==> src/design/dhcp_client_lease_fsm_defines.svh <==
// Assertion macros shared by the lease machine RTL.
// Define NO_ASSERTIONS to compile them out.
`ifndef DHCP_CLIENT_LEASE_FSM_DEFINES_SVH
`define DHCP_CLIENT_LEASE_FSM_DEFINES_SVH
`ifndef NO_ASSERTIONS
`define DHCL_ASSERT(lbl, clk, rst_n, prop, msg) \
	lbl: assert property (@(posedge clk) disable iff (!rst_n) prop) else $error(msg);
`define DHCL_ASSERT_NEVER(lbl, clk, rst_n, cond, msg) \
	lbl: assert property (@(posedge clk) disable iff (!rst_n) !(cond)) else $error(msg);
`else
`define DHCL_ASSERT(lbl, clk, rst_n, prop, msg)
`define DHCL_ASSERT_NEVER(lbl, clk, rst_n, cond, msg)
`endif
`endif

==> src/design/dhcl_pkg.sv <==
// Types and constants of the DHCP client lease machine.
// No dependencies; imported by every module of the block.
package dhcl_pkg;

	localparam int NUM_TIMERS = 3;
	localparam int ADDR_W     = 4;

	typedef enum logic [2:0] {
		PH_IDLE       = 3'd0,
		PH_SELECTING  = 3'd1,
		PH_REQUESTING = 3'd2,
		PH_BOUND      = 3'd3,
		PH_RENEWING   = 3'd4,
		PH_REBINDING  = 3'd5
	} phase_t;

	typedef enum logic [1:0] {
		CMD_TICK    = 2'd0,
		CMD_MSG     = 2'd1,
		CMD_RELEASE = 2'd2,
		CMD_START   = 2'd3
	} cmd_t;

	typedef enum logic [2:0] {
		SEND_NONE     = 3'd0,
		SEND_DISCOVER = 3'd1,
		SEND_REQUEST  = 3'd3,
		SEND_RELEASE  = 3'd7
	} send_t;

	typedef enum logic [2:0] {
		ACT_NONE,
		ACT_INIT,
		ACT_RELEASE,
		ACT_OFFER,
		ACT_RETRY,
		ACT_ACCEPT,
		ACT_RENEW,
		ACT_REBIND
	} act_t;

	localparam logic [7:0] MSG_OFFER = 8'd2;
	localparam logic [7:0] MSG_ACK   = 8'd5;
	localparam logic [7:0] MSG_NAK   = 8'd6;

	localparam logic [1:0] REG_MIN_HALF_WAIT      = 2'd0;
	localparam logic [1:0] REG_DISCOVER_WAIT      = 2'd1;
	localparam logic [1:0] REG_FIRST_REQUEST_WAIT = 2'd2;
	localparam logic [1:0] REG_LAST_REQUEST_WAIT  = 2'd3;

	localparam logic [15:0] MIN_HALF_WAIT_RST      = 16'd60;
	localparam logic [7:0]  DISCOVER_WAIT_RST      = 8'd1;
	localparam logic [7:0]  FIRST_REQUEST_WAIT_RST = 8'd4;
	localparam logic [7:0]  LAST_REQUEST_WAIT_RST  = 8'd64;

	typedef struct packed {
		logic [15:0] min_half_wait;
		logic [7:0]  discover_wait;
		logic [7:0]  first_request_wait;
		logic [7:0]  last_request_wait;
	} cfg_t;

	typedef struct packed {
		cmd_t        command;
		logic [7:0]  msg_type;
		logic [31:0] offered_ip;
		logic [31:0] server_id;
		logic [31:0] lease_seconds;
	} evt_t;

	typedef struct packed {
		logic        send_valid;
		send_t       send_type;
		logic        send_broadcast;
		logic [31:0] requested_ip;
		logic [31:0] server_ip;
		phase_t      phase;
		logic        lease_accepted;
	} res_t;

endpackage

==> src/design/dhcl_ifs.sv <==
// Valid/ready channel interfaces of the lease machine: event in, result out.
// No dependencies.
interface dhcl_evt_if;
	logic        valid;
	logic        ready;
	logic [1:0]  command;
	logic [7:0]  msg_type;
	logic [31:0] offered_ip;
	logic [31:0] server_id;
	logic [31:0] lease_seconds;

	modport source (output valid, command, msg_type, offered_ip, server_id, lease_seconds,
		input ready);
	modport sink (input valid, command, msg_type, offered_ip, server_id, lease_seconds,
		output ready);
endinterface

interface dhcl_res_if;
	logic        valid;
	logic        ready;
	logic        send_valid;
	logic [2:0]  send_type;
	logic        send_broadcast;
	logic [31:0] requested_ip;
	logic [31:0] server_ip;
	logic [2:0]  phase;
	logic        lease_accepted;

	modport source (output valid, send_valid, send_type, send_broadcast, requested_ip,
		server_ip, phase, lease_accepted, input ready);
	modport sink (input valid, send_valid, send_type, send_broadcast, requested_ip,
		server_ip, phase, lease_accepted, output ready);
endinterface

==> src/design/dhcp_client_lease_fsm.sv <==
// DHCP client lease machine, top level.
// Channels: evt (sink) carries one event per beat: command, msg_type,
// offered_ip, server_id, lease_seconds. res (source) carries one result
// beat per event: what to transmit now, the phase after the event, and
// whether an ack reloaded the lease timers.
// APB port: four registers at byte addresses 0, 4, 8, 12; pready is tied
// high; writes are meant to happen only while no event is in flight.
// An event taken into the input register is evaluated from it, and its result
// is written to the output register when that register can advance.
// Throughput: one event per cycle while res.ready is high; the state update is a single
// combinational pass between the input register and the output register.
// Stalls: when res.ready is low the output holds; the input register still
// takes one more event, then evt.ready drops until the result is taken.
// Reset: phase idle, addresses zero, all timers disarmed, both registers
// empty, configuration at its defaults.
// Depends on dhcl_pkg, dhcl_ifs, dhcl_cfg and dhcl_core.
module dhcp_client_lease_fsm import dhcl_pkg::*; (
	input  logic              clk,
	input  logic              arst_n,
	dhcl_evt_if.sink          evt,
	dhcl_res_if.source        res,
	input  logic              psel,
	input  logic              penable,
	input  logic              pwrite,
	input  logic [ADDR_W-1:0] paddr,
	input  logic [31:0]       pwdata,
	output logic [31:0]       prdata,
	output logic              pready
);

	cfg_t cfg;
	evt_t evt_s1;
	logic vld_s1;
	res_t res_s2;
	logic vld_s2;
	res_t res_d;
	logic advance;
	logic fire;

	assign advance   = !vld_s2 || res.ready;
	assign fire      = vld_s1 && advance;
	assign evt.ready = !vld_s1 || advance;

	dhcl_cfg u_cfg (
		.clk     (clk),
		.arst_n  (arst_n),
		.psel    (psel),
		.penable (penable),
		.pwrite  (pwrite),
		.paddr   (paddr),
		.pwdata  (pwdata),
		.prdata  (prdata),
		.pready  (pready),
		.cfg     (cfg)
	);

	dhcl_core u_core (
		.clk    (clk),
		.arst_n (arst_n),
		.cfg    (cfg),
		.fire   (fire),
		.evt_s1 (evt_s1),
		.res    (res_d)
	);

	always_ff @(posedge clk or negedge arst_n) begin
		if (!arst_n) begin
			vld_s1 <= 1'b0;
			vld_s2 <= 1'b0;
		end else begin
			if (evt.ready)
				vld_s1 <= evt.valid;
			if (advance)
				vld_s2 <= vld_s1;
		end
	end

	always_ff @(posedge clk) begin
		if (evt.valid && evt.ready) begin
			evt_s1.command       <= cmd_t'(evt.command);
			evt_s1.msg_type      <= evt.msg_type;
			evt_s1.offered_ip    <= evt.offered_ip;
			evt_s1.server_id     <= evt.server_id;
			evt_s1.lease_seconds <= evt.lease_seconds;
		end
		if (fire)
			res_s2 <= res_d;
	end

	assign res.valid          = vld_s2;
	assign res.send_valid     = res_s2.send_valid;
	assign res.send_type      = res_s2.send_type;
	assign res.send_broadcast = res_s2.send_broadcast;
	assign res.requested_ip   = res_s2.requested_ip;
	assign res.server_ip      = res_s2.server_ip;
	assign res.phase          = res_s2.phase;
	assign res.lease_accepted = res_s2.lease_accepted;

endmodule

==> src/design/dhcl_cfg.sv <==
// APB configuration registers of the lease machine.
// Depends on dhcl_pkg.
module dhcl_cfg import dhcl_pkg::*; (
	input  logic              clk,
	input  logic              arst_n,
	input  logic              psel,
	input  logic              penable,
	input  logic              pwrite,
	input  logic [ADDR_W-1:0] paddr,
	input  logic [31:0]       pwdata,
	output logic [31:0]       prdata,
	output logic              pready,
	output cfg_t              cfg
);

	cfg_t       cfg_q;
	logic       wr_en;
	logic [1:0] reg_idx;

	assign pready  = 1'b1;
	assign wr_en   = psel && penable && pwrite;
	assign reg_idx = paddr[3:2];
	assign cfg     = cfg_q;

	always_ff @(posedge clk or negedge arst_n) begin
		if (!arst_n) begin
			cfg_q.min_half_wait      <= MIN_HALF_WAIT_RST;
			cfg_q.discover_wait      <= DISCOVER_WAIT_RST;
			cfg_q.first_request_wait <= FIRST_REQUEST_WAIT_RST;
			cfg_q.last_request_wait  <= LAST_REQUEST_WAIT_RST;
		end else if (wr_en) begin
			case (reg_idx)
				REG_MIN_HALF_WAIT:      cfg_q.min_half_wait      <= pwdata[15:0];
				REG_DISCOVER_WAIT:      cfg_q.discover_wait      <= pwdata[7:0];
				REG_FIRST_REQUEST_WAIT: cfg_q.first_request_wait <= pwdata[7:0];
				REG_LAST_REQUEST_WAIT:  cfg_q.last_request_wait  <= pwdata[7:0];
				default: ;
			endcase
		end
	end

	always_comb begin
		case (reg_idx)
			REG_MIN_HALF_WAIT:      prdata = {16'd0, cfg_q.min_half_wait};
			REG_DISCOVER_WAIT:      prdata = {24'd0, cfg_q.discover_wait};
			REG_FIRST_REQUEST_WAIT: prdata = {24'd0, cfg_q.first_request_wait};
			REG_LAST_REQUEST_WAIT:  prdata = {24'd0, cfg_q.last_request_wait};
			default:                prdata = 32'd0;
		endcase
	end

endmodule

==> src/design/dhcl_core.sv <==
// Lease state, timers and the single-pass event update of the lease machine.
// Depends on dhcl_pkg and dhcp_client_lease_fsm_defines.svh.
`include "dhcp_client_lease_fsm_defines.svh"
module dhcl_core import dhcl_pkg::*; (
	input  logic clk,
	input  logic arst_n,
	input  cfg_t cfg,
	input  logic fire,
	input  evt_t evt_s1,
	output res_t res
);

	phase_t      phase_q, phase_d;
	logic [31:0] client_q, client_d;
	logic [31:0] server_q, server_d;
	logic [7:0]  retry_q, retry_d;
	logic [31:0] timer_q [NUM_TIMERS];
	logic [31:0] timer_d [NUM_TIMERS];
	logic [31:0] tbase [NUM_TIMERS];

	logic                  tick;
	logic [NUM_TIMERS-1:0] expired;
	logic                  ev0, ev1, ev2;
	logic [8:0]            retry_next;
	logic                  retry_fail;
	logic                  offer_fail;
	logic                  offer_seen;
	logic [34:0]           lease_x7;
	logic [31:0]           renew_wait;
	logic [31:0]           rebind_wait;
	act_t                  act;

	function automatic logic [31:0] half_floor(input logic [31:0] t, input logic [15:0] fl);
		logic [31:0] h;
		h = {1'b0, t[31:1]};
		if (h < {16'd0, fl})
			h = {16'd0, fl};
		return h;
	endfunction

	assign tick = (evt_s1.command == CMD_TICK);

	always_comb begin
		for (int i = 0; i < NUM_TIMERS; i++) begin
			expired[i] = tick && (timer_q[i] == 32'd1);
			tbase[i]   = (tick && timer_q[i] != 32'd0) ? timer_q[i] - 32'd1 : timer_q[i];
		end
	end

	// highest-numbered expiry wins
	assign ev2 = expired[2];
	assign ev1 = expired[1] && !expired[2];
	assign ev0 = expired[0] && !expired[1] && !expired[2];

	assign retry_next  = {retry_q, 1'b0};
	assign retry_fail  = retry_next > {1'b0, cfg.last_request_wait};
	assign offer_fail  = cfg.first_request_wait > cfg.last_request_wait;
	assign lease_x7    = {evt_s1.lease_seconds, 3'b000} - {3'b000, evt_s1.lease_seconds};
	assign renew_wait  = half_floor(tbase[1], cfg.min_half_wait);
	assign rebind_wait = half_floor(tbase[2], cfg.min_half_wait);

	// event decode
	always_comb begin
		act        = ACT_NONE;
		offer_seen = 1'b0;
		case (evt_s1.command)
			CMD_START: act = ACT_INIT;
			CMD_RELEASE: begin
				if (phase_q != PH_IDLE)
					act = ACT_RELEASE;
			end
			CMD_MSG: begin
				case (phase_q)
					PH_SELECTING: begin
						if (evt_s1.msg_type == MSG_OFFER) begin
							offer_seen = 1'b1;
							act        = offer_fail ? ACT_INIT : ACT_OFFER;
						end
					end
					PH_REQUESTING, PH_RENEWING, PH_REBINDING: begin
						if (evt_s1.msg_type == MSG_ACK)
							act = ACT_ACCEPT;
						else if (evt_s1.msg_type == MSG_NAK)
							act = ACT_INIT;
					end
					default: ;
				endcase
			end
			CMD_TICK: begin
				case (phase_q)
					PH_SELECTING: begin
						if (ev0)
							act = ACT_INIT;
					end
					PH_REQUESTING: begin
						if (ev0)
							act = retry_fail ? ACT_INIT : ACT_RETRY;
					end
					PH_BOUND, PH_RENEWING: begin
						if (ev0)
							act = ACT_RENEW;
						else if (ev1)
							act = ACT_REBIND;
						else if (ev2)
							act = ACT_INIT;
					end
					PH_REBINDING: begin
						if (ev0)
							act = ACT_REBIND;
						else if (ev2)
							act = ACT_INIT;
					end
					default: ;
				endcase
			end
			default: ;
		endcase
	end

	// next state
	always_comb begin
		phase_d  = phase_q;
		client_d = client_q;
		server_d = server_q;
		retry_d  = retry_q;
		timer_d  = tbase;
		if (offer_seen)
			retry_d = cfg.first_request_wait;
		case (act)
			ACT_INIT: begin
				client_d   = 32'd0;
				server_d   = 32'd0;
				timer_d[0] = {24'd0, cfg.discover_wait};
				timer_d[1] = 32'd0;
				timer_d[2] = 32'd0;
				phase_d    = PH_SELECTING;
			end
			ACT_RELEASE: begin
				client_d   = 32'd0;
				server_d   = 32'd0;
				timer_d[0] = 32'd0;
				timer_d[1] = 32'd0;
				timer_d[2] = 32'd0;
				phase_d    = PH_IDLE;
			end
			ACT_OFFER: begin
				client_d   = evt_s1.offered_ip;
				server_d   = evt_s1.server_id;
				timer_d[0] = {24'd0, cfg.first_request_wait};
				phase_d    = PH_REQUESTING;
			end
			ACT_RETRY: begin
				retry_d    = retry_next[7:0];
				timer_d[0] = {24'd0, retry_next[7:0]};
				phase_d    = PH_REQUESTING;
			end
			ACT_ACCEPT: begin
				timer_d[0] = {1'b0, evt_s1.lease_seconds[31:1]};
				timer_d[1] = lease_x7[34:3];
				timer_d[2] = evt_s1.lease_seconds;
				phase_d    = PH_BOUND;
			end
			ACT_RENEW: begin
				timer_d[0] = renew_wait;
				phase_d    = PH_RENEWING;
			end
			ACT_REBIND: begin
				timer_d[0] = rebind_wait;
				phase_d    = PH_REBINDING;
			end
			default: ;
		endcase
	end

	// result
	always_comb begin
		res                = '0;
		res.phase          = phase_d;
		res.lease_accepted = (act == ACT_ACCEPT);
		case (act)
			ACT_INIT: begin
				res.send_valid     = 1'b1;
				res.send_type      = SEND_DISCOVER;
				res.send_broadcast = 1'b1;
			end
			ACT_RELEASE: begin
				res.send_valid   = 1'b1;
				res.send_type    = SEND_RELEASE;
				res.requested_ip = client_q;
				res.server_ip    = server_q;
			end
			ACT_OFFER: begin
				res.send_valid     = 1'b1;
				res.send_type      = SEND_REQUEST;
				res.send_broadcast = 1'b1;
				res.requested_ip   = evt_s1.offered_ip;
				res.server_ip      = evt_s1.server_id;
			end
			ACT_RETRY, ACT_REBIND: begin
				res.send_valid     = 1'b1;
				res.send_type      = SEND_REQUEST;
				res.send_broadcast = 1'b1;
				res.requested_ip   = client_q;
				res.server_ip      = server_q;
			end
			ACT_RENEW: begin
				res.send_valid   = 1'b1;
				res.send_type    = SEND_REQUEST;
				res.requested_ip = client_q;
				res.server_ip    = server_q;
			end
			default: ;
		endcase
	end

	always_ff @(posedge clk or negedge arst_n) begin
		if (!arst_n) begin
			phase_q  <= PH_IDLE;
			client_q <= 32'd0;
			server_q <= 32'd0;
			retry_q  <= FIRST_REQUEST_WAIT_RST;
			for (int i = 0; i < NUM_TIMERS; i++)
				timer_q[i] <= 32'd0;
		end else if (fire) begin
			phase_q  <= phase_d;
			client_q <= client_d;
			server_q <= server_d;
			retry_q  <= retry_d;
			for (int i = 0; i < NUM_TIMERS; i++)
				timer_q[i] <= timer_d[i];
		end
	end

	`DHCL_ASSERT(a_idle_disarmed, clk, arst_n, phase_q == PH_IDLE |-> timer_q[0] == 32'd0 && timer_q[1] == 32'd0 && timer_q[2] == 32'd0, "timer armed while idle")
	`DHCL_ASSERT(a_accept_bound, clk, arst_n, fire && act == ACT_ACCEPT |=> phase_q == PH_BOUND, "accepted lease did not bind")
	`DHCL_ASSERT(a_release_clears, clk, arst_n, fire && act == ACT_RELEASE |=> phase_q == PH_IDLE && client_q == 32'd0 && server_q == 32'd0, "release left state behind")
	`DHCL_ASSERT_NEVER(a_quiet_payload, clk, arst_n, !res.send_valid && (res.send_type != SEND_NONE || res.requested_ip != 32'd0 || res.server_ip != 32'd0), "payload without send")

endmodule

==> src/flat_wrapper.sv <==
// flat-port wrapper written by rule: the top's interface ports become plain ports
module dhcp_client_lease_fsm_flat import dhcl_pkg::*;
  (clk, arst_n, psel, penable, pwrite, paddr, pwdata, prdata, pready, evt_valid, evt_command, evt_msg_type, evt_offered_ip, evt_server_id, evt_lease_seconds, evt_ready, res_valid, res_send_valid, res_send_type, res_send_broadcast, res_requested_ip, res_server_ip, res_phase, res_lease_accepted, res_ready);
  dhcl_evt_if evt_i ();
  dhcl_res_if res_i ();
  input  logic clk;
  input  logic arst_n;
  input  logic psel;
  input  logic penable;
  input  logic pwrite;
  input  logic [ADDR_W-1:0] paddr;
  input  logic [31:0] pwdata;
  output logic [31:0] prdata;
  output logic pready;
  input wire logic [$bits(evt_i.valid)-1:0] evt_valid;
  input wire logic [$bits(evt_i.command)-1:0] evt_command;
  input wire logic [$bits(evt_i.msg_type)-1:0] evt_msg_type;
  input wire logic [$bits(evt_i.offered_ip)-1:0] evt_offered_ip;
  input wire logic [$bits(evt_i.server_id)-1:0] evt_server_id;
  input wire logic [$bits(evt_i.lease_seconds)-1:0] evt_lease_seconds;
  output wire logic [$bits(evt_i.ready)-1:0] evt_ready;
  output wire logic [$bits(res_i.valid)-1:0] res_valid;
  output wire logic [$bits(res_i.send_valid)-1:0] res_send_valid;
  output wire logic [$bits(res_i.send_type)-1:0] res_send_type;
  output wire logic [$bits(res_i.send_broadcast)-1:0] res_send_broadcast;
  output wire logic [$bits(res_i.requested_ip)-1:0] res_requested_ip;
  output wire logic [$bits(res_i.server_ip)-1:0] res_server_ip;
  output wire logic [$bits(res_i.phase)-1:0] res_phase;
  output wire logic [$bits(res_i.lease_accepted)-1:0] res_lease_accepted;
  input wire logic [$bits(res_i.ready)-1:0] res_ready;
  assign evt_i.valid = evt_valid;
  assign evt_i.command = evt_command;
  assign evt_i.msg_type = evt_msg_type;
  assign evt_i.offered_ip = evt_offered_ip;
  assign evt_i.server_id = evt_server_id;
  assign evt_i.lease_seconds = evt_lease_seconds;
  assign evt_ready = evt_i.ready;
  assign res_valid = res_i.valid;
  assign res_send_valid = res_i.send_valid;
  assign res_send_type = res_i.send_type;
  assign res_send_broadcast = res_i.send_broadcast;
  assign res_requested_ip = res_i.requested_ip;
  assign res_server_ip = res_i.server_ip;
  assign res_phase = res_i.phase;
  assign res_lease_accepted = res_i.lease_accepted;
  assign res_i.ready = res_ready;
  dhcp_client_lease_fsm u_core (.clk(clk), .arst_n(arst_n), .evt(evt_i), .res(res_i), .psel(psel), .penable(penable), .pwrite(pwrite), .paddr(paddr), .pwdata(pwdata), .prdata(prdata), .pready(pready));
endmodule
==> config.mk <==
export PLATFORM = sky130hd
export DESIGN_NAME = dhcp_client_lease_fsm_flat
export DESIGN_NICKNAME = d
export VERILOG_FILES = /design/src/design/dhcl_pkg.sv /design/src/design/dhcl_ifs.sv /design/src/design/dhcp_client_lease_fsm.sv /design/src/design/dhcl_cfg.sv /design/src/design/dhcl_core.sv /design/src/flat_wrapper.sv
export VERILOG_INCLUDE_DIRS = /design/src /design/src/design
export SDC_FILE = /design/constraint.sdc
export NUM_CORES = 1
export LEC_CHECK = 0
export ABC_AREA = 1
export BUFFER_PORTS_ARGS = -buffer_cell sky130_fd_sc_hd__buf_4
export CELL_PAD_IN_SITES_DETAIL_PLACEMENT = 0
export CELL_PAD_IN_SITES_GLOBAL_PLACEMENT = 1
export CORE_ASPECT_RATIO = 0.9
export CORE_MARGIN = 3
export CORE_UTILIZATION = 44
export DETAILED_ROUTE_END_ITERATION = 7
export GPL_ROUTABILITY_DRIVEN = 0
export GPL_TIMING_DRIVEN = 0
export PLACE_DENSITY = 0.86
export SETUP_SLACK_MARGIN = 0.4
export SLEW_MARGIN = 0
export SYNTH_ARGS = -nofsm -noshare
export SYNTH_HDL_FRONTEND = slang
export SYNTH_SLANG_ARGS = --single-unit
==> constraint.sdc <==
create_clock -name clk -period 4.5 [get_ports clk]
set_input_delay 0.9 -clock clk [delete_from_list [all_inputs] [get_ports clk]]
set_output_delay 0.9 -clock clk [all_outputs]
set_load 0.01 [all_outputs]
# [Word-level counts from Yosys, hierarchy flattened]
# Cells that the tools add are included.
[op_classes] magnitude_cmp=4 n_addsub=4 n_eq_ne=24 reduce_logical=46 mux=34
[op_table] operator="64-bit one-hot mux with 2 select lines" count=2
[op_table] operator="32-bit one-hot mux with 7 select lines" count=1
[op_table] operator="32-bit one-hot mux with 2 select lines" count=2
[op_table] operator="32-bit one-hot mux with 4 select lines" count=1
[op_table] operator="32-bit by 1-bit equality test with 1-bit output (second input constant)" count=3
[op_table] operator="32-bit two-way mux" count=3
[op_table] operator="32-bit nonzero test" count=3
[op_table] operator="32-bit by 1-bit subtractor with 32-bit output (second input constant)" count=3
[op_table] operator="31-bit by 16-bit less-than comparator with 1-bit output" count=2
[op_table] operator="31-bit two-way mux" count=2
[op_table] operator="35-bit by 32-bit subtractor with 35-bit output" count=1
[op_table] operator="3-bit one-hot mux with 4 select lines" count=2
[op_table] operator="3-bit equality test (second input constant)" count=6
[op_table] operator="3-bit two-way mux" count=6
[op_table] operator="3-bit one-hot mux with 6 select lines" count=1
[op_table] operator="2-bit AND reduction" count=9
[op_table] operator="8-bit by 3-bit equality test with 1-bit output (second input constant)" count=2
[op_table] operator="8-bit two-way mux" count=2
[op_table] operator="1-bit logical AND" count=13
[op_table] operator="3-bit by 2-bit equality test with 1-bit output (second input constant)" count=4
[op_table] operator="4-bit one-hot mux with 3 select lines" count=1
[op_table] operator="4-bit OR reduction" count=3
[op_table] operator="9-bit by 8-bit greater-than comparator with 1-bit output" count=1
[op_table] operator="3-bit nonzero test" count=3
[op_table] operator="other kinds (15)" count=36
[word_totals] output_inout_bits=108 inputBits=149 register_bits=392 word_cells=139

# [Depth between registers and ports, before layout]
[depth] ltp_word=12 mapped_depth=28 depth_no_buf=26

# [Modules after synthesis]
# A second synthesis with hierarchy kept.
[unflattened] hier_cells=3030 hier_area_um2=23389.9
[modules_own_cells] mod="dhcl_core" instances=1 cells_per_inst=2576 seq_area_each_um2=4280.4 area_each_um2=15831.4
[modules_own_cells] mod="dhcp_client_lease_fsm" instances=1 cells_per_inst=191 seq_area_each_um2=5425.2 area_each_um2=5470.2
[modules_own_cells] mod="dhcl_cfg" instances=1 cells_per_inst=263 seq_area_each_um2=1009.7 area_each_um2=2088.3

# [Least setup slack after synthesis]
# OpenSTA, ideal clock, no wires.
[synth_timing] path_kind="input -> register" start="in res_ready" end="reg u_core.res_s2, in the netlist u_core.res.lease_accepted (enable)" required_time_ns=4.036 arrival_ns=3.728 stages=6 setup_ns=0.464 n_path_buf=2 path_slack_ns=0.308 path_cell_list="inv_1 nand2_1 nand2_1 inv_2 clkbuf_1 clkbuf_1"
[synth_between] elab_chain_cells=2
[synth_rtl] item="from (decl)" line_no="flat_wrapper.sv:30" text="input wire logic [$bits(res_i.ready)-1:0] res_ready;"
[synth_rtl] item="1-bit logical OR" line_no="dhcp_client_lease_fsm.sv:40" text="assign advance = !vld_s2 || res.ready;"
[synth_rtl] item="1-bit logical AND" line_no="dhcp_client_lease_fsm.sv:41" text="assign fire = vld_s1 && advance;"
[synth_rtl] item="named net u_core.fire" line_no="dhcp_client_lease_fsm.sv:38" text="logic fire;"
[synth_rtl] item="to (signal assigned)" line_no="dhcp_client_lease_fsm.sv:87" text="res_s2 <= res_d;"
[synth_rtl] item="to (decl)" line_no="dhcp_client_lease_fsm.sv:34" text="res_t res_s2;"
# The timed path passes the listed nets, and every way through them passes these cells.
# A chain may end at the register's enable or synchronous reset.

# [Worst setup path after layout]
[layout_timing] start="reg u_core.u_core.timer_q[5] (netlist bit)" end="reg u_core.u_core.timer_q[79] (netlist bit)"
[layout_between] elab_chain_cells=11 elab_cells_between_ends=29 cone_classes="add/sub: 1; order compare: 1; eq/ne: 8; mux: 11; reduce/logical: 8"
[layout_rtl] item="from (decl)" line_no="dhcl_core.sv:17" text="logic [31:0] timer_q [NUM_TIMERS];"
[layout_rtl] item="from (signal, indexed assignment)" line_no="dhcl_core.sv:230" text="timer_q[i] <= timer_d[i];"
[layout_rtl] item="parallel branches: the longest is 11 deep, another holds 32-bit by 1-bit subtractor with 32-bit output"
# Several ways; the timed one is not identified. The select of a mux whose other input is x is not followed.

==> impl_metrics.ini <==
[floorplan]
dieHeight_um = 223
dieWidth_um = 247
start_util_pct = 45.0
fp.dieArea_sq_um = 54900
top_level_ports = 257
rows = 78
design.core.area_sq_um = 50900

[placed_design]
dp_hpwl_um = 60000
place_area_sq_um = 25600
io_buffers = 221

[synth]
ys_top_cells_by_area = edfxtp_1 23%, dfrtp_1 22%, nand2_1 14%
yosysTopAreaCellShare_pct = 23.3
async_flop_share_pct = 54.5
syn_area_per_cell_sq_um = 7.88
ys_ff_latch = 391
yosysSeqAreaShare_pct = 46.6
yosys_warnings = 0
netlist_area_sq_um = 22900
syn_inst = 2912
synth_area_leader_cell = edfxtp_1
synth_edf_count = 178
netlist-cell-type-count = 58
ys.flop_type = dfrtp_1

[routing]
dr.pass1.iters = 5
detail_route.wl_per_cell_um = 20.0
drtAntennaViolNets = 0
route.detailed.drc = 0
drt_iter0_markers = 2242
via_per_inst = 5.46
wl_um = 78200
vias = 21400

[pwr]
p_leak_nw = 12.7
intPower_w = 0.00785
pwr-share-clk_pct = 27.0
combPwrFrac_pct = 33.6
sequentialPowerShare_pct = 39.4
switching_share_pct = 39.2
switchingPower_w = 0.00507
power_density_nw_per_um2 = 475
vdd_drop_max_v = 0.000346

[critical_path]
worstPathArrival_ns = 4.47
cp-end-kind = flip-flop
crit_required_ns = 4.98
crit_type = flip-flop to flip-flop
cp-start-kind = flip-flop
cp_max_fo = 10

[cts]
cts_buffers = 43
cts_hold_buf = 0
cts_buffer_depth = 3
clk_latency_ns = 0.60
htreeDepth = 2
path_clk_slew_ns = 0.07
cts_tree = built
root_buffer = clkbuf_16
cts.sinks = 391

[global_route]
grt_pass1_vias = 20500
gr-usage-all-layers_pct = 28.2
antenna_found_initial = 4
gr-total-overflow = 0
grt_max_degree = 110
grt_pass1_wl_um = 120000

[sta]
maxSlewHeadroom_pct = 35.8
worst_slew_pin_slew_ns = 0.964
fmax_mhz = 251
finClkSkew_ns = 0.0158
finalCritPeriodShare_pct = 88.5
rsz0062_at_grt = no
final-hold-violation-count = 0
period_needed_ns = 3.98
drv_slew = 0
setup_violations = 0

[cells_and_area]
postLayoutCoreUtil_pct = 53.5
nNetsFinal = 3436
layout-drive-gt1-share_pct = 14.9
area_delta_synth_final_pct = 18.7
final_area_sq_um = 27200

[run_status]
status = finished clean

[worst_hold_path]
hp-class = input pin to asynchronous set/reset pin

[run]
maxCapViolCount = 0
layer usage:
layer	vias to the layer above	GRT usage, %	wire [um]
met2	938	42.0	33800
met1	10200	39.2	33300
met5	-	0	13
li1	10100	-	-
met4	2	9.83	3030
met3	148	8.29	8020
power by group through the flow:
| stage | Sequential, W | Combinational [W] | Clock [W] |
|---|---|---|---|
| 6_report | 0.00509 | 0.00435 | 0.00349 |
| 5_1_grt | 0.00517 | 0.00483 | 0.00370 |
| 4_1_cts | 0.00505 | 0.00421 | 0.00354 |
| 3_5_place_dp | 0.00510 | 0.00416 | 0 |
| 3_3_place_gp | 0.00510 | 0.00405 | 0 |
| 2_1_floorplan | 0.00495 | 0.00284 | 0 |
critical path: stages (launching register included):
cell and delay (ns):
dfrtp_1 0.45, nor2_2 0.19, nand2_1 0.13, nor2_1 0.11
nand2_1 0.11, o21ai_4 0.22, inv_2 0.10, clkbuf_4 0.20
nand2_1 0.12, xor2_2 0.24, inv_1 0.12, ha_1 0.31
a21oi_1 0.18, nor2_1 0.06, a211oi_1 0.17, nand2_1 0.12
nand2_1 0.08, nand2_1 0.09, nand2_4 0.14, clkbuf_4 0.21
nand3_1 0.08, nand3_1 0.15, nand3_1 0.14, nand2_1 0.10
nand2_1 0.05
stage by stage:
stage / setup WS [ns] / TNS, ns / power, W / instances / hold WS, ns
finish: 0.517 / 0 / 0.0129 / 3920 / 0.343
global route: 0.379 / 0 / 0.0137 / 3919 / 0.390
CTS: 0.424 / 0 / 0.0128 / 3914 / 0.367
detailed placement: 0.226 / 0 / 0.00926 / 3832 / 0.473
floorplan: 0.812 / 0 / 0.00778 / 2927 / 0.453
global placement: -0.372 / -57.91 / 0.00915 / 3828 / 0.465
synth_stat cells, drive strengths merged (9+ instances only):
| cell type | instances |
|---|---|
| nor2 | 379 |
| inv | 281 |
| dfrtp | 205 |
| nand3 | 164 |
| o22ai | 15 |
| xor2 | 71 |
| nand2 | 875 |
| nor3 | 28 |
| ha | 82 |
| edfxtp | 178 |
| a22oi | 9 |
| nand4 | 28 |
| xnor2 | 15 |
| a21oi | 118 |
| o21ai | 214 |
| clkbuf | 35 |
| a31oi | 47 |
| buf | 72 |
| or2 | 21 |
| nor4 | 9 |
state kept, by name, summed over array words and instances (netlist names):
| register | cells |
|---|---|
| u_core.vld_s1 | 1 |
| u_core.evt_s1 | 106 |
| u_core.res.lease_accepted | 1 |
| u_core.res.phase | 3 |
| u_core.u_core.server_q | 32 |
| u_core.u_core.phase_q | 3 |
| u_core.res.requested_ip | 32 |
| u_core.res.send_type | 3 |
| u_core.res.server_ip | 32 |
| u_core.u_cfg.cfg | 40 |
| u_core.u_core.timer_q | 96 |
| u_core.res.valid | 1 |
| u_core.res.send_broadcast | 1 |
| u_core.u_core.retry_q | 8 |
| u_core.u_core.client_q | 32 |
final timing paths:
path / cells past startpoint / endpoint / slack [ns] / startpoint
max in group asynchronous: 3 / u_core.u_core.server_q[17]$_DFFE_PN0P_ / 3.12 / arst_n
min in group clk: 1 / u_core.evt_s1[80]$_DFFE_PP_ / 0.48 / evt_offered_ip[16]
max: 24 / u_core.u_core.timer_q[79]$_DFFE_PN0P_ / 0.52 / u_core.u_core.timer_q[5]$_DFFE_PN0P_
max reg2reg: 24 / u_core.u_core.timer_q[79]$_DFFE_PN0P_ / 0.52 / u_core.u_core.timer_q[5]$_DFFE_PN0P_
min reg2reg: 2 / u_core.u_core.client_q[11]$_DFFE_PN0P_ / 0.49 / u_core.u_core.client_q[11]$_DFFE_PN0P_
min: 2 / u_core.u_core.timer_q[0]$_DFFE_PN0P_ / 0.34 / arst_n
cell families after synthesis:
kind of cell / share of synthesized area (%)
other cells: 0.0327
simple gates: 27.4
compound gates: 10.9
xor+xnor: 3.28
fa+ha+maj: 4.47
buf+inv: 7.38
flops: 46.6
cells in the final DEF (no fill, tap or decap), drive strengths merged, types with 2 or more instances in the layout:
master and n:
a31oi 47, xor2 71, o22ai 15, dfrtp 205, o211ai 6, a211oi 8
o221ai 3, and3 2, o2111ai 5, o21ai 214, nor2 379, a21o 4
nand3 164, clkinv 16, buf 303, nor3 28, o21a 3, dfstp 8
o221a 2, a21oi 118, xnor2 15, edfxtp 178, conb 17, nand2 875
nor4 9, ha 82, o21bai 2, a22oi 9, nand4 28, clkbuf 100
inv 283, or2 21, nand3b 5, a32oi 3, a21boi 5
area by class of cell:
type	instances	area [sq um]
timing repair buffer	233	1850
multi-input combinational	2145	10800
clock inverter	16	179
fill	4794	23700
clock buffer	63	1190
tap	680	851
inverter	284	1070
antenna	1	2.50
buffer	107	646
sequential	391	10700
repair_timing:
| action | CTS | global route |
|---|---|---|
| cloned | 0 | 0 |
| pin swaps | 2 | 2 |
| setup endpoints to repair | 12 | 17 |
| gates resized for setup | 10 | 29 |
| setup buffers | 3 | 5 |
Power figures use the tool's default switching activity.
